$ cat src/hw/rtl/fcf_pkg.sv
package fcf_pkg;

  // frame layout
  localparam int FrameLen   = 10;
  localparam int DataLen    = 8;
  localparam int IdxW       = $clog2(FrameLen);
  localparam int QueueDepth = 2;

  // byte positions of the check word within a frame
  localparam logic [IdxW-1:0] ByteCrcLo = IdxW'(DataLen);
  localparam logic [IdxW-1:0] ByteCrcHi = IdxW'(FrameLen - 1);

  // crc-16/modbus
  localparam logic [15:0] CrcInit = 16'hFFFF;
  localparam logic [15:0] CrcPoly = 16'hA001;

  // one input transfer: four channel samples
  typedef struct packed {
    logic signed [15:0] sample_3;
    logic signed [15:0] sample_2;
    logic signed [15:0] sample_1;
    logic signed [15:0] sample_0;
  } fcf_in_t;

  // one result transfer: one frame byte
  typedef struct packed {
    logic [7:0] frame_byte;
    logic       frame_end;
  } fcf_out_t;

  // queue head as seen by the back end
  typedef struct packed {
    logic    avail;
    fcf_in_t item;
  } fcf_head_t;

  // fold one byte into the crc, lsb first
  function automatic logic [15:0] crc_byte(input logic [15:0] crc_in, input logic [7:0] data);
    logic [15:0] c;
    c = crc_in ^ {8'h00, data};
    for (int b = 0; b < 8; b++) begin
      if (c[0]) begin
        c = (c >> 1) ^ CrcPoly;
      end else begin
        c = c >> 1;
      end
    end
    return c;
  endfunction

endpackage

$ cat src/hw/rtl/fcf_front.sv
module fcf_front #(
  parameter int QUEUE_DEPTH = fcf_pkg::QueueDepth
) (
  input  logic              clk,
  input  logic              rst_n,
  input  logic              start,
  output logic              busy,
  input  fcf_pkg::fcf_in_t  in_item,
  input  logic              pop,
  output fcf_pkg::fcf_head_t head
);
  import fcf_pkg::*;

  localparam int PtrW = (QUEUE_DEPTH > 1) ? $clog2(QUEUE_DEPTH) : 1;
  localparam int CntW = $clog2(QUEUE_DEPTH + 1);
  localparam logic [PtrW-1:0] PtrLast = PtrW'(QUEUE_DEPTH - 1);
  localparam logic [CntW-1:0] CntFull = CntW'(QUEUE_DEPTH);

  fcf_in_t         mem_r [QUEUE_DEPTH];
  logic [PtrW-1:0] wr_ptr_r, wr_ptr_nxt;
  logic [PtrW-1:0] rd_ptr_r, rd_ptr_nxt;
  logic [CntW-1:0] count_r, count_nxt;
  logic            push;

  // accept a transfer whenever a slot is free
  assign busy = (count_r == CntFull);
  assign push = start && !busy;

  assign head.avail = (count_r != '0);
  assign head.item  = mem_r[rd_ptr_r];

  // pointer and fill count update
  always_comb begin
    wr_ptr_nxt = wr_ptr_r;
    rd_ptr_nxt = rd_ptr_r;
    count_nxt  = count_r;
    if (push) begin
      wr_ptr_nxt = (wr_ptr_r == PtrLast) ? '0 : wr_ptr_r + 1'b1;
    end
    if (pop) begin
      rd_ptr_nxt = (rd_ptr_r == PtrLast) ? '0 : rd_ptr_r + 1'b1;
    end
    if (push && !pop) begin
      count_nxt = count_r + 1'b1;
    end else if (pop && !push) begin
      count_nxt = count_r - 1'b1;
    end
  end

  always_ff @(posedge clk) begin
    if (!rst_n) begin
      wr_ptr_r <= '0;
      rd_ptr_r <= '0;
      count_r  <= '0;
    end else begin
      wr_ptr_r <= wr_ptr_nxt;
      rd_ptr_r <= rd_ptr_nxt;
      count_r  <= count_nxt;
    end
  end

  // sample storage
  always_ff @(posedge clk) begin
    if (push) begin
      mem_r[wr_ptr_r] <= in_item;
    end
  end

`ifndef SYNTH
  a_pop_needs_data: assert property (@(posedge clk) disable iff (!rst_n)
    pop |-> count_r != '0)
    else $error("pop from empty queue");

  a_count_up: assert property (@(posedge clk) disable iff (!rst_n)
    (push && !pop) |=> count_r == $past(count_r) + 1'b1)
    else $error("fill count lost a push");

  a_count_down: assert property (@(posedge clk) disable iff (!rst_n)
    (pop && !push) |=> count_r == $past(count_r) - 1'b1)
    else $error("fill count lost a pop");
`endif

endmodule

$ cat src/hw/rtl/fcf_back.sv
module fcf_back (
  input  logic               clk,
  input  logic               rst_n,
  input  fcf_pkg::fcf_head_t head,
  output logic               pop,
  output logic               out_valid,
  output fcf_pkg::fcf_out_t  out_item
);
  import fcf_pkg::*;

  logic            active_r, active_nxt;
  logic [IdxW-1:0] idx_r, idx_nxt;
  logic [63:0]     data_r, data_nxt;
  logic [15:0]     crc_r, crc_nxt;
  logic            last_byte;
  logic            in_data;

  assign last_byte = active_r && (idx_r == ByteCrcHi);
  assign in_data   = (idx_r < ByteCrcLo);

  // take the next frame when idle or on the final byte of the current one
  assign pop = head.avail && (!active_r || last_byte);

  // serialiser: one byte per cycle, crc folded in as data bytes go out
  always_comb begin
    active_nxt = active_r;
    idx_nxt    = idx_r;
    data_nxt   = data_r;
    crc_nxt    = crc_r;
    if (pop) begin
      active_nxt = 1'b1;
      idx_nxt    = '0;
      data_nxt   = head.item;
      crc_nxt    = CrcInit;
    end else if (last_byte) begin
      active_nxt = 1'b0;
    end else if (active_r) begin
      idx_nxt = idx_r + 1'b1;
      if (in_data) begin
        crc_nxt  = crc_byte(crc_r, data_r[7:0]);
        data_nxt = data_r >> 8;
      end
    end
  end

  always_ff @(posedge clk) begin
    if (!rst_n) begin
      active_r <= 1'b0;
      idx_r    <= '0;
    end else begin
      active_r <= active_nxt;
      idx_r    <= idx_nxt;
    end
  end

  always_ff @(posedge clk) begin
    data_r <= data_nxt;
    crc_r  <= crc_nxt;
  end

  // result byte select
  always_comb begin
    out_valid          = active_r;
    out_item.frame_end = last_byte;
    if (in_data) begin
      out_item.frame_byte = data_r[7:0];
    end else if (idx_r == ByteCrcLo) begin
      out_item.frame_byte = crc_r[7:0];
    end else begin
      out_item.frame_byte = crc_r[15:8];
    end
  end

`ifndef SYNTH
  a_no_gap: assert property (@(posedge clk) disable iff (!rst_n)
    (out_valid && !out_item.frame_end) |=> out_valid && idx_r == $past(idx_r) + 1'b1)
    else $error("gap inside a frame");

  a_end_marked: assert property (@(posedge clk) disable iff (!rst_n)
    out_item.frame_end |-> out_valid)
    else $error("frame end without strobe");

  a_pop_at_boundary: assert property (@(posedge clk) disable iff (!rst_n)
    pop |=> out_valid && idx_r == '0)
    else $error("new frame did not start at byte zero");
`endif

endmodule

$ cat src/hw/rtl/four_channel_frame_crc16.sv
// channel  direction  handshake              payload
// input    in         start / busy           in_item   (fcf_in_t, four samples)
// result   out        out_valid strobe       out_item  (fcf_out_t, byte and end flag)
//
// each accepted item gives a ten-byte frame, one byte per cycle, the crc
// folded in one byte a cycle as the data bytes go out.
// with the serialiser idle the first byte is strobed once the item has passed
// through the queue into the serialiser registers; frames follow back to back
// while the queue holds items, so new items are taken while a frame goes out.
// a queue of QUEUE_DEPTH items sits ahead of the serialiser; busy is high
// only while that queue is full.
// reset clears the queue and the serialiser; the receiver cannot stall.
module four_channel_frame_crc16 #(
  parameter int QUEUE_DEPTH = fcf_pkg::QueueDepth
) (
  input  logic              clk,
  input  logic              rst_n,
  input  logic              start,
  output logic              busy,
  input  fcf_pkg::fcf_in_t  in_item,
  output logic              out_valid,
  output fcf_pkg::fcf_out_t out_item
);
  import fcf_pkg::*;

  fcf_head_t head;
  logic      pop;

  // front end: accept and queue sample sets
  fcf_front #(
    .QUEUE_DEPTH (QUEUE_DEPTH)
  ) u_front (
    .clk     (clk),
    .rst_n   (rst_n),
    .start   (start),
    .busy    (busy),
    .in_item (in_item),
    .pop     (pop),
    .head    (head)
  );

  // back end: serialise frame and check word
  fcf_back u_back (
    .clk       (clk),
    .rst_n     (rst_n),
    .head      (head),
    .pop       (pop),
    .out_valid (out_valid),
    .out_item  (out_item)
  );

endmodule
$ cat config.mk
export PLATFORM = sky130hd
export DESIGN_NAME = four_channel_frame_crc16
export DESIGN_NICKNAME = d
export VERILOG_FILES = /design/src/hw/rtl/fcf_pkg.sv /design/src/hw/rtl/fcf_front.sv /design/src/hw/rtl/fcf_back.sv /design/src/hw/rtl/four_channel_frame_crc16.sv
export SDC_FILE = /design/constraint.sdc
export NUM_CORES = 1
export LEC_CHECK = 0
export CAP_MARGIN = 25
export CORE_ASPECT_RATIO = 1.2
export CORE_MARGIN = 4
export CORE_UTILIZATION = 50
export DETAILED_ROUTE_END_ITERATION = 6
export DONT_BUFFER_PORTS = 1
export HOLD_SLACK_MARGIN = 0.08
export RECOVER_POWER = 50
export SETUP_SLACK_MARGIN = 0.2
export SYNTH_ARGS = -nofsm -noshare
export SYNTH_HDL_FRONTEND = slang
export SYNTH_SLANG_ARGS = --single-unit
$ cat constraint.sdc
create_clock -name clk -period 7.69 [get_ports clk]
set_clock_uncertainty 0.05 [all_clocks]
set_input_delay 1.538 -clock clk [delete_from_list [all_inputs] [get_ports clk]]
set_output_delay 1.538 -clock clk [all_outputs]
set_load 0.03 [all_outputs]
==> summary.md, run 1 <==
| Metric | Value |
|---|---|
| Status | finished, violations left |
| Violated checks | max-capacitance violations, max-slew violations |
| Worst reg2reg endpoint | u_front.mem_r[0][47]$_DFFE_PP_ |
| Leak Pwr | 3.14 nW |
| WHS | 0.442 ns |
| Routed WL | around 14000 µm |
| Number of synthesized flops with an enable pin | approximately 190 |
| Clock power share | 0.233 |
| Sw frac | 0.319 |
| Layout cells sized above 1 | 0.0655 |
| Mapped cell area | ~8400 µm² |
| Vias | roughly 4200 |
| Net count, final | 639 |
| Most frequent cells in the layout | edfxtp_1, nor2_1, a21oi_1 |
| CTS tree | done |
| # DRC | 0 |
| Die Y-Extent | 150 µm |
| Part of the power in registers | 0.447 |
| DRT iter0 DRCs | 276 |
| Fmax | 222 MHz |
| Grt ovf | 0 |
| Logic pwr share | 0.320 |
| GP Congestion | roughly 0.80 |
| TritonCTS Buffers | 22 |
| Total Neg Setup Slack | 0 ns |
| Wire per inst | 17.7 µm |
| Yosys reg bits | between 200 and 250 |
| Setup-failing EPs final | 0 |
| Distinct cells, synth | 28 |
| Kind of critical path | in -> reg |
| Die W | between 100 and 150 µm |
| Final slew viol count | 131 |
| Setup Fix Bufs, Post-CTS | 0 |
| First-pass GRT wire length | 22400 µm |
| Slack of the worst reg-to-reg path | 3.61 ns |
| Layout Cells excl Fill | slightly below 800 |
| Worst Path Required | 7.65 ns |
| Clk sinks | 218 |
| Port Buffers | 0 |
| Hold crit path type | reg -> reg |
| Post-Place Cell Area | 8610 µm² |
| RSZ-0062 raised after global routing | no |
| Slew HR | -1.53 |
| Pin count of the biggest net entering global routing | 114 |
| Cts hold-fix bufs | 0 |
| Initial antenna violation count | 0 |
| Initial Utilization | 0.513 |
| P_int | 2.95 mW |
| Post-cts resize count | 0 |
| Fillers | 1304 |
| Worst setup EP type | flop |
| Root buf cell | clkbuf_16 |
| Commonest non-fill, non-tap cell in the layout | edfxtp_1 |
| DIE AREA | approximately 19000 µm² |
| R2R cell count | 4 |
| Critical path arrival | 4.46 ns |
| Worst Hold End | u_back.crc_r[2]$_SDFFE_PN1P_ |
| Syn Area/Cell | about 15 µm² |
| Count of final hold-check violations | 0 |
| Max_cap viols | 2 |
| Hold depth | 2 |
| Post-DP HPWL | just over 8000 µm |
| Syn Inst Count | ~570 |
| Slew @ Worst Pin | 3.79 ns |
| Row count | 51 |
| Post-DRT Antenna Nets | 0 |
| Async set or reset register ratio after synthesis | 0 |
| Sequential area share after synthesis | 0.750 |
| Setup crit start kind | input port |
| Hold Crit Start | u_back.crc_r[10]$_SDFFE_PN1P_ |
| Crit Path Max Fanout | 65 |
| Overall power | 4.33 mW |
| Vias in the first global route | 4484 |
| Synthesis warning total | 0 |
| Tot GR Track Use | 0.150 |
| CTS clock-pin slew for the worst setup and hold paths | 0.06 ns |
| # diodes | 0 |
| DR vias/cell | about 5.3 |
| Synth-to-Final Area Change | 10.9% |
| Post-route cell area | 9300 µm² |
| CORE AREA | between 15000 and 20000 µm² |
| Syn_nets | 639 |
| Psw | 1.38 mW |
| Worst-skew pair later-pin latency | 0.49 ns |
| Minimum clock period | between 4 and 5 ns |
| Final period utilization | 0.586 |
| Placed cell count | 755 |
| H-tree levels | 1 |
| Num ports | ~80 |
| PwrDens | roughly 470 nW/µm² |
| Initial DRT Pass Iterations | 4 |
| Worst vdd ir | 0.000273 V |
| Reg-to-reg critical path startpoint | u_front.count_r[0]$_SDFFE_PN0P_ |
| Main synth FF type | edfxtp_1 |
| Clock buffer depth | 3 |
## stage by stage
stage | setup WS, ns | util
4_1_cts | 3.67 | 0.569
3_5_place_dp | 4.21 | 0.527
2_1_floorplan | 1.76 | -
5_1_grt | 2.79 | 0.569
3_3_place_gp | 4.36 | 0.527
6_report | 3.18 | 0.569
## power by group through the flow
stage          clock network [mW]  logic, mW  registers (mW)
3_3_place_gp                    0       1.36            1.94
4_1_cts                      1.04       1.41            1.93
3_5_place_dp                    0       1.40            1.95
5_1_grt                      1.09       1.55            1.97
2_1_floorplan                   0       1.15            1.93
6_report                     1.01       1.39            1.94
## state kept, by name (all words and copies together) (netlist names), named ones only
signal            cells
u_front.wr_ptr_r      1
u_front.count_r       2
u_front.mem_r       128
u_back.idx_r          4
u_front.rd_ptr_r      1
u_back.data_r        64
u_back.crc_r         16
u_back.out_valid      1
## routing by layer
metal  track usage  routed length, µm
met5             0                  0
met4        0.0687                580
met3        0.0457               1010
met2         0.258               6980
met1         0.171               5480
## worst max-delay path: stages
cell,delay (ns)
nand2_1,0.09
nor2_4,0.10
clkbuf_1,2.63
## kinds of logic (layout without fill, tap and decap cells)
kind of cell	after synthesis	in the layout	share of synthesized area
muxes	65	65	0.0776
DFF	218	218	0.750
and+or+nand+nor	132	132	0.0640
adders and majority gates	4	4	0.00597
xor gates and xnor gates	27	27	0.0318
AOI/OAI and AO/OA	86	86	0.0546
buffers and inverters	36	48	0.0166
## final cells by class
cell class                      instances  area (µm²)  area share
Timing Repair Buffer                    6        57.6     0.00619
Tap cell                              212         265      0.0285
Inverter                                6        22.5     0.00242
Clock inverter                          8        87.6     0.00942
Multi-Input combinational cell        314        1980       0.213
Sequential cell                       218        6290       0.676
Clock buffer                           28         594      0.0639
## worst max path at each step
| stage | from | slack (ns) | to | cells past startpoint |
|---|---|---|---|---|
| floorplan | u_back.out_valid$_SDFFE_PN0P_ | 1.76 | u_back.data_r[0]$_DFFE_PP_ | 2 |
| global placement | u_back.idx_r[0]$_SDFFE_PP0P_ | 4.36 | out_item[4] | 5 |
| detailed placement | u_back.idx_r[0]$_SDFFE_PP0P_ | 4.21 | out_item[5] | 5 |
| CTS | u_back.idx_r[0]$_SDFFE_PP0P_ | 3.67 | out_item[6] | 5 |
| global route | start | 2.79 | u_front.mem_r[0][47]$_DFFE_PP_ | 3 |
| finish | start | 3.18 | u_front.mem_r[0][47]$_DFFE_PP_ | 3 |
## synth_stat cells (4+ instances only)
cell type / n / area, µm²
a21oi_1: 66 / 330
a31oi_1: 8 / 50.1
buf_1: 7 / 26.3
clkbuf_1: 22 / 82.6
dfxtp_1: 26 / 521
edfxtp_1: 192 / 5770
ha_1: 4 / 50.1
inv_1: 6 / 22.5
mux2i_1: 65 / 651
nand2_1: 26 / 97.6
nor2_1: 85 / 319
nor3_1: 10 / 50.1
o21ai_0: 8 / 40.0
xnor2_1: 18 / 158
xor2_1: 7 / 61.3
Power figures use the tool's default switching activity.
==> run 2: changes to the inputs <==
==> constraint.sdc (replaced) <==
create_clock -name clk -period 4.45 [get_ports clk]
set_clock_uncertainty 0.05 [all_clocks]
set_input_delay 0.89 -clock clk [delete_from_list [all_inputs] [get_ports clk]]
set_output_delay 0.89 -clock clk [all_outputs]
set_load 0.03 [all_outputs]
==> run 2 against run 1 <==
  * The run still ends with max-capacitance violations, max-slew violations left
  * Clock-buffer cell count down 1
  * Clock power up 64%
  * Combinational power up 68%
  * Setup slack worse by 2.2 ns
  * Flip-flop and latch count unchanged
  * Worst hold slack worse by 0.014 ns
  * Core utilization down 0.15 points
  * Global-route usage up 0.071 points
  * Wire length up 1.0%
  * Sequential power up 75%
  * Sequential share of layout area up 0.18 points
==> summary.md, run 2 (synthesized netlist as in run 1, its figures left out) <==
| Metric | Value |
|---|---|
| Status | finished, violations left |
| Violated checks | max-capacitance violations, max-slew violations |
| Clock buffer depth | 3 |
| Grt ovf | 0 |
| DR vias/cell | 5.33 |
| Overall power | 7.40 mW |
| PwrDens | 798 nW/µm² |
| Die Y-Extent | roughly 150 µm |
| # DRC | 0 |
| DIE AREA | 18900 µm² |
| CTS clock-pin slew for the worst setup and hold paths | roughly 0.06 ns |
| Row count | 51 |
| Post-DRT Antenna Nets | 0 |
| Critical path arrival | 3.46 ns |
| GP Congestion | 0.779 |
| Delay-heaviest family, CP | simple AND/OR/NAND/NOR gates |
| Hold Crit Start | in_item[22] |
| Setup Fix Bufs, Post-CTS | 0 |
| Crit path cell chain | nand2b_1 > and3_1 |
| Top Metal Used | met4 |
| Layout cells sized above 1 | 0.0634 |
| First-pass GRT wire length | 22300 µm |
| Met3 routed WL | roughly 1100 µm |
| Root buf cell | clkbuf_16 |
| Setup-failing EPs final | 0 |
| Pin count of the biggest net entering global routing | 96 |
| Final setup margin | 0.987 ns |
| RSZ-0062 raised after global routing | no |
| Cts hold-fix bufs | 0 |
| Post-Place Setup Slack | approximately 1.4 ns |
| Minimum clock period | 3.46 ns |
| R2R cell count | 2 |
| CP max stage delay | around 2.3 ns |
| Net count, final | 640 |
| Crit Path Max Fanout | 64 |
| Vias in the first global route | 4350 |
| Slew HR | -1.13 |
| Synth-to-Final Area Change | 10.6% |
| Port Buffers | 0 |
| WHS | 0.428 ns |
| Initial Utilization | 0.513 |
| Total Neg Setup Slack | 0 ns |
| H-tree levels | 1 |
| Worst Path Buf+Inv | 0 |
| Worst Path Required | 4.44 ns |
| Hold crit path type | in -> reg |
| Worst-skew pair later-pin latency | 0.50 ns |
| Max_cap viols | 2 |
| Post-DP HPWL | between 8000 and 9000 µm |
| Routed WL | 14200 µm |
| Regs by FF count | u_front.mem_r: 128 flops, u_back.data_r: 64 flops, u_back.crc_r: 16 flops |
| Wire per inst | between 15 and 20 µm |
| Worst Hold End | u_front.mem_r[1][22]$_DFFE_PP_ |
| Die W | 126 µm |
| Worst reg2reg endpoint | u_front.mem_r[1][30]$_DFFE_PP_ |
| Worst setup EP type | flop |
| CORE AREA | 16300 µm² |
| Initial DRT Pass Iterations | 4 |
| Final slew viol count | 131 |
| Count of final hold-check violations | 0 |
| Post-cts resize count | 0 |
| Leak Pwr | 3.13 nW |
| Most frequent cells in the layout | edfxtp_1, nor2_1, mux2i_1, a21oi_1, nand2_1 |
| # diodes | 0 |
| Hold depth | 0 |
| Num ports | slightly below 80 |
| Met1 wire length | 5530 µm |
| Worst vdd ir | 0.000444 V |
| Crit path max-delay cell type | and3_1 |
| Slack of the worst reg-to-reg path | between 0.9 and 1 ns |
| Setup crit start kind | flop |
| TritonCTS Buffers | 22 |
| Biggest register | u_front.mem_r |
| Reg-to-reg critical path startpoint | u_front.count_r[0]$_SDFFE_PN0P_ |
| Slew @ Worst Pin | about 3.2 ns |
| Max reg flops | 128 |
| DRT iter0 DRCs | between 200 and 300 |
| Kind of critical path | reg -> reg |
| CTS tree | done |
| Commonest non-fill, non-tap cell in the layout | edfxtp_1 |
| Initial antenna violation count | 0 |
| Vias | 4243 |
| WL met2 | 7310 µm |
| Clk sinks | 218 |
| Tot GR Track Use | 0.150 |
| Fmax | 289 MHz |
| Final period utilization | 0.778 |
==> run 2: where the power goes <==
group	internal [mW]	switching, mW	leakage [nW]	total [mW]
registers	3.07	0.326	2.03	3.40
clock network	0.962	0.701	0.314	1.66
logic	0.953	1.38	0.783	2.33
total	4.99	2.41	3.13	7.40
==> run 2: worst max-delay path by stage <==
| stage | start | endpoint | cells past startpoint |
|---|---|---|---|
| finish | u_front.count_r[0]$_SDFFE_PN0P_ | u_front.mem_r[1][30]$_DFFE_PP_ | 2 |
| global route | u_front.count_r[0]$_SDFFE_PN0P_ | u_front.mem_r[1][41]$_DFFE_PP_ | 2 |
| CTS | u_back.idx_r[0]$_SDFFE_PP0P_ | out_item[6] | 5 |
| detailed placement | u_back.idx_r[3]$_SDFFE_PP0P_ | u_back.data_r[33]$_DFFE_PP_ | 6 |
| global placement | u_back.idx_r[3]$_SDFFE_PP0P_ | u_back.data_r[33]$_DFFE_PP_ | 6 |
| floorplan | start | u_front.mem_r[0][0]$_DFFE_PP_ | 2 |
==> run 2: cell type report <==
type	count	area (µm²)
Fill cell	1333	7060
Sequential cell	218	6290
Multi-Input combinational cell	314	1990
Clock buffer	27	569
Tap cell	212	265
Clock inverter	12	83.8
Timing Repair Buffer	7	50.0
Inverter	6	22.5
==> run 2: through the flow <==
| stage | utilization | std cells | area, µm² |
|---|---|---|---|
| after floorplan | - | 568 | 8390 |
| after detailed placement | 0.528 | 757 | 8630 |
| after global routing | 0.568 | 796 | 9270 |
| final | 0.568 | 796 | 9270 |
| after global placement | 0.528 | 757 | 8630 |
| after CTS | 0.568 | 796 | 9280 |
==> run 2: worst reg2reg max path, stage by stage (launching register included) <==
cell and delay [ns]:
dfxtp_1 0.39, nand2b_1 0.17, and3_1 2.33
==> run 2: routing by layer <==
metal,global-route usage,vias to the layer above
met1,0.169,2054
li1,-,2074
met3,0.0511,25
met5,0,-
met4,0.0472,0
met2,0.269,90
==> run 3: changes to the inputs <==
==> constraint.sdc (replaced) <==
create_clock -name clk -period 3.3 [get_ports clk]
set_clock_uncertainty 0.05 [all_clocks]
set_input_delay 0.66 -clock clk [delete_from_list [all_inputs] [get_ports clk]]
set_output_delay 0.66 -clock clk [all_outputs]
set_load 0.03 [all_outputs]
==> run 3 against run 2 <==
  * The run still ends with max-capacitance violations, max-slew violations left
  * Fmax grew 22%
  * Combinational power up 39%
  * Register-to-register slack lost 0.53 ns
  * Clock-buffer cell count increased by 2
  * Critical path depth increased by 1
  * Power is 34% higher
==> summary.md, run 3 (synthesized netlist as in run 1, its figures left out) <==
| Metric | Value |
|---|---|
| Routed WL | 14200 µm |
| CTS clock-pin slew for the worst setup and hold paths | 0.06 ns |
| Setup Fix Bufs, Post-CTS | 0 |
| Post-Place Setup Slack | 0.921 ns |
| DR vias/cell | 5.29 |
| Hold crit path type | in -> reg |
| Clk sinks | 218 |
| Post-DRT Antenna Nets | 0 |
| Status | finished, violations left |
| Commonest non-fill, non-tap cell in the layout | edfxtp_1 |
| Initial antenna violation count | 0 |
| Worst-skew pair later-pin latency | 0.50 ns |
| Layout cells sized above 1 | 0.0763 |
| Minimum clock period | 2.84 ns |
| Crit path max-delay cell type | and3_1 |
| Worst reg2reg endpoint | u_front.mem_r[1][44]$_DFFE_PP_ |
| Initial DRT Pass Iterations | 6 |
| Row count | between 50 and 60 |
| Critical path arrival | 2.97 ns |
| Biggest register | u_front.mem_r |
| Final slew viol count | 56 |
| H-tree levels | 1 |
| Vias | 4242 |
| Final setup margin | 0.457 ns |
| Most frequent cells in the layout | edfxtp_1, nor2_1, a21oi_1 |
| Worst setup EP type | flop |
| Pin count of the biggest net entering global routing | 129 |
| Initial Utilization | 0.513 |
| Slew @ Worst Pin | 1.86 ns |
| Cts hold-fix bufs | 0 |
| Tot GR Track Use | 0.150 |
| CP max stage delay | 1.43 ns |
| WHS | 0.205 ns |
| Count of final hold-check violations | 0 |
| PwrDens | 1060 nW/µm² |
| Hold Crit Start | in_item[16] |
| Slew HR | -0.242 |
| Max reg flops | 128 |
| Crit Path Max Fanout | 36 |
| Final period utilization | 0.862 |
| # diodes | 0 |
| RSZ-0062 raised after global routing | no |
| DRT iter0 DRCs | 306 |
| Net count, final | between 600 and 700 |
| Fillers | 1360 |
| Hold depth | 0 |
| Max_cap viols | 2 |
| Worst vdd ir | between 0.0005 and 0.0006 V |
| # DRC | 0 |
| Grt ovf | 0 |
| Port Buffers | 0 |
| Regs by FF count | u_front.mem_r: 128 flops, u_back.data_r: 64 flops, u_back.crc_r: 16 flops |
| Setup-failing EPs final | 0 |
| Synth-to-Final Area Change | 10.8% |
| Worst Path Required | 3.42 ns |
| Layout Cells excl Fill | 802 |
| Crit path cell chain | nand2b_1 > and3_1 > buf_4 |
| Num ports | 78 |
| Sequential cell area | 6290 µm² |
| Clock buffer depth | 3 |
| Placed cell count | 765 |
| Kind of critical path | reg -> reg |
| First-pass GRT wire length | around 23000 µm |
| Wire per inst | 17.7 µm |
| Post-cts resize count | 0 |
| Worst Hold End | u_front.mem_r[1][16]$_DFFE_PP_ |
| DIE AREA | ~19000 µm² |
| Total Neg Setup Slack | 0 ns |
| Die W | around 130 µm |
| CORE AREA | ~16000 µm² |
| Finished Core Util | 0.569 |
| Post-DP HPWL | approximately 8600 µm |
| Violated checks | max-capacitance violations, max-slew violations |
| Reg-to-reg critical path startpoint | u_front.count_r[0]$_SDFFE_PN0P_ |
| GP Congestion | 0.807 |
| CTS tree | done |
| Multi-input logic area | 1970 µm² |
| R2R cell count | 3 |
| Slack of the worst reg-to-reg path | ~0.46 ns |
| Setup crit start kind | flop |
| TritonCTS Buffers | 21 |
| Vias in the first global route | 4519 |
| Fmax | 352 MHz |
| Leak Pwr | roughly 3.2 nW |
| Root buf cell | clkbuf_16 |
| Die Y-Extent | 150 µm |
[run 3: changes by cell type in the layout (fill, tap and decap cells not counted), moves of 3 or more]
cell      delta
clkinv_2     +4
buf_4        +5
clkinv_1     -7
buf_12       +3
clkbuf_1     +3
[run 3: routing by layer]
metal | global-route usage | up-vias | part of all wire
met2 | 0.265 | 91 | 0.50
met4 | 0.0665 | 0 | 0.041
met3 | 0.0493 | 33 | 0.073
met1 | 0.166 | 2037 | 0.38
met5 | 0 | - | 0
li1 | - | 2081 | -
[run 3: worst max-delay path, delay by kind of cell, from the launching register on]
family / cells / cell delay [ns]
buffers and inverters: 1 / 0.47
flip-flops: 1 / 0.40
AND/OR/NAND/NOR: 2 / 1.60
[run 3: worst max path at each step]
stage	from	to	slack (ns)	cells after the start
after global placement	u_back.idx_r[0]$_SDFFE_PP0P_	out_item[4]	1.03	5
after detailed placement	u_back.idx_r[1]$_SDFFE_PP0P_	u_front.count_r[1]$_SDFFE_PN0P_	0.92	8
after floorplan	u_back.out_valid$_SDFFE_PN0P_	u_back.data_r[0]$_DFFE_PP_	0.37	2
after global routing	u_front.count_r[0]$_SDFFE_PN0P_	u_front.mem_r[1][49]$_DFFE_PP_	0.23	3
final	u_front.count_r[0]$_SDFFE_PN0P_	u_front.mem_r[1][44]$_DFFE_PP_	0.46	3
after CTS	u_back.idx_r[0]$_SDFFE_PP0P_	out_item[4]	0.45	5
[run 3: power breakdown]
group	total, mW	switching (mW)	internal (mW)	leakage, nW
Sequential	4.55	0.418	4.13	2.03
Combinational	3.24	1.87	1.37	0.831
Clock	2.11	0.933	1.18	0.293
Total	9.90	3.22	6.68	3.16
[run 3: cell type report]
class                   count  area share
repair buffers             15      0.0162
multi-input cells         314       0.212
inverters                   6     0.00242
clock inverters             8     0.00431
clock buffers              29      0.0598
flip-flops and latches    218       0.677
well taps                 212      0.0285
[run 3: stage by stage]
step | instance area, µm² | power (mW)
after CTS | 9330 | 10.1
after global routing | 9300 | 10.6
after global placement | 8740 | 7.84
after detailed placement | 8740 | 7.91
after floorplan | 8390 | 7.12
final | 9300 | 9.90
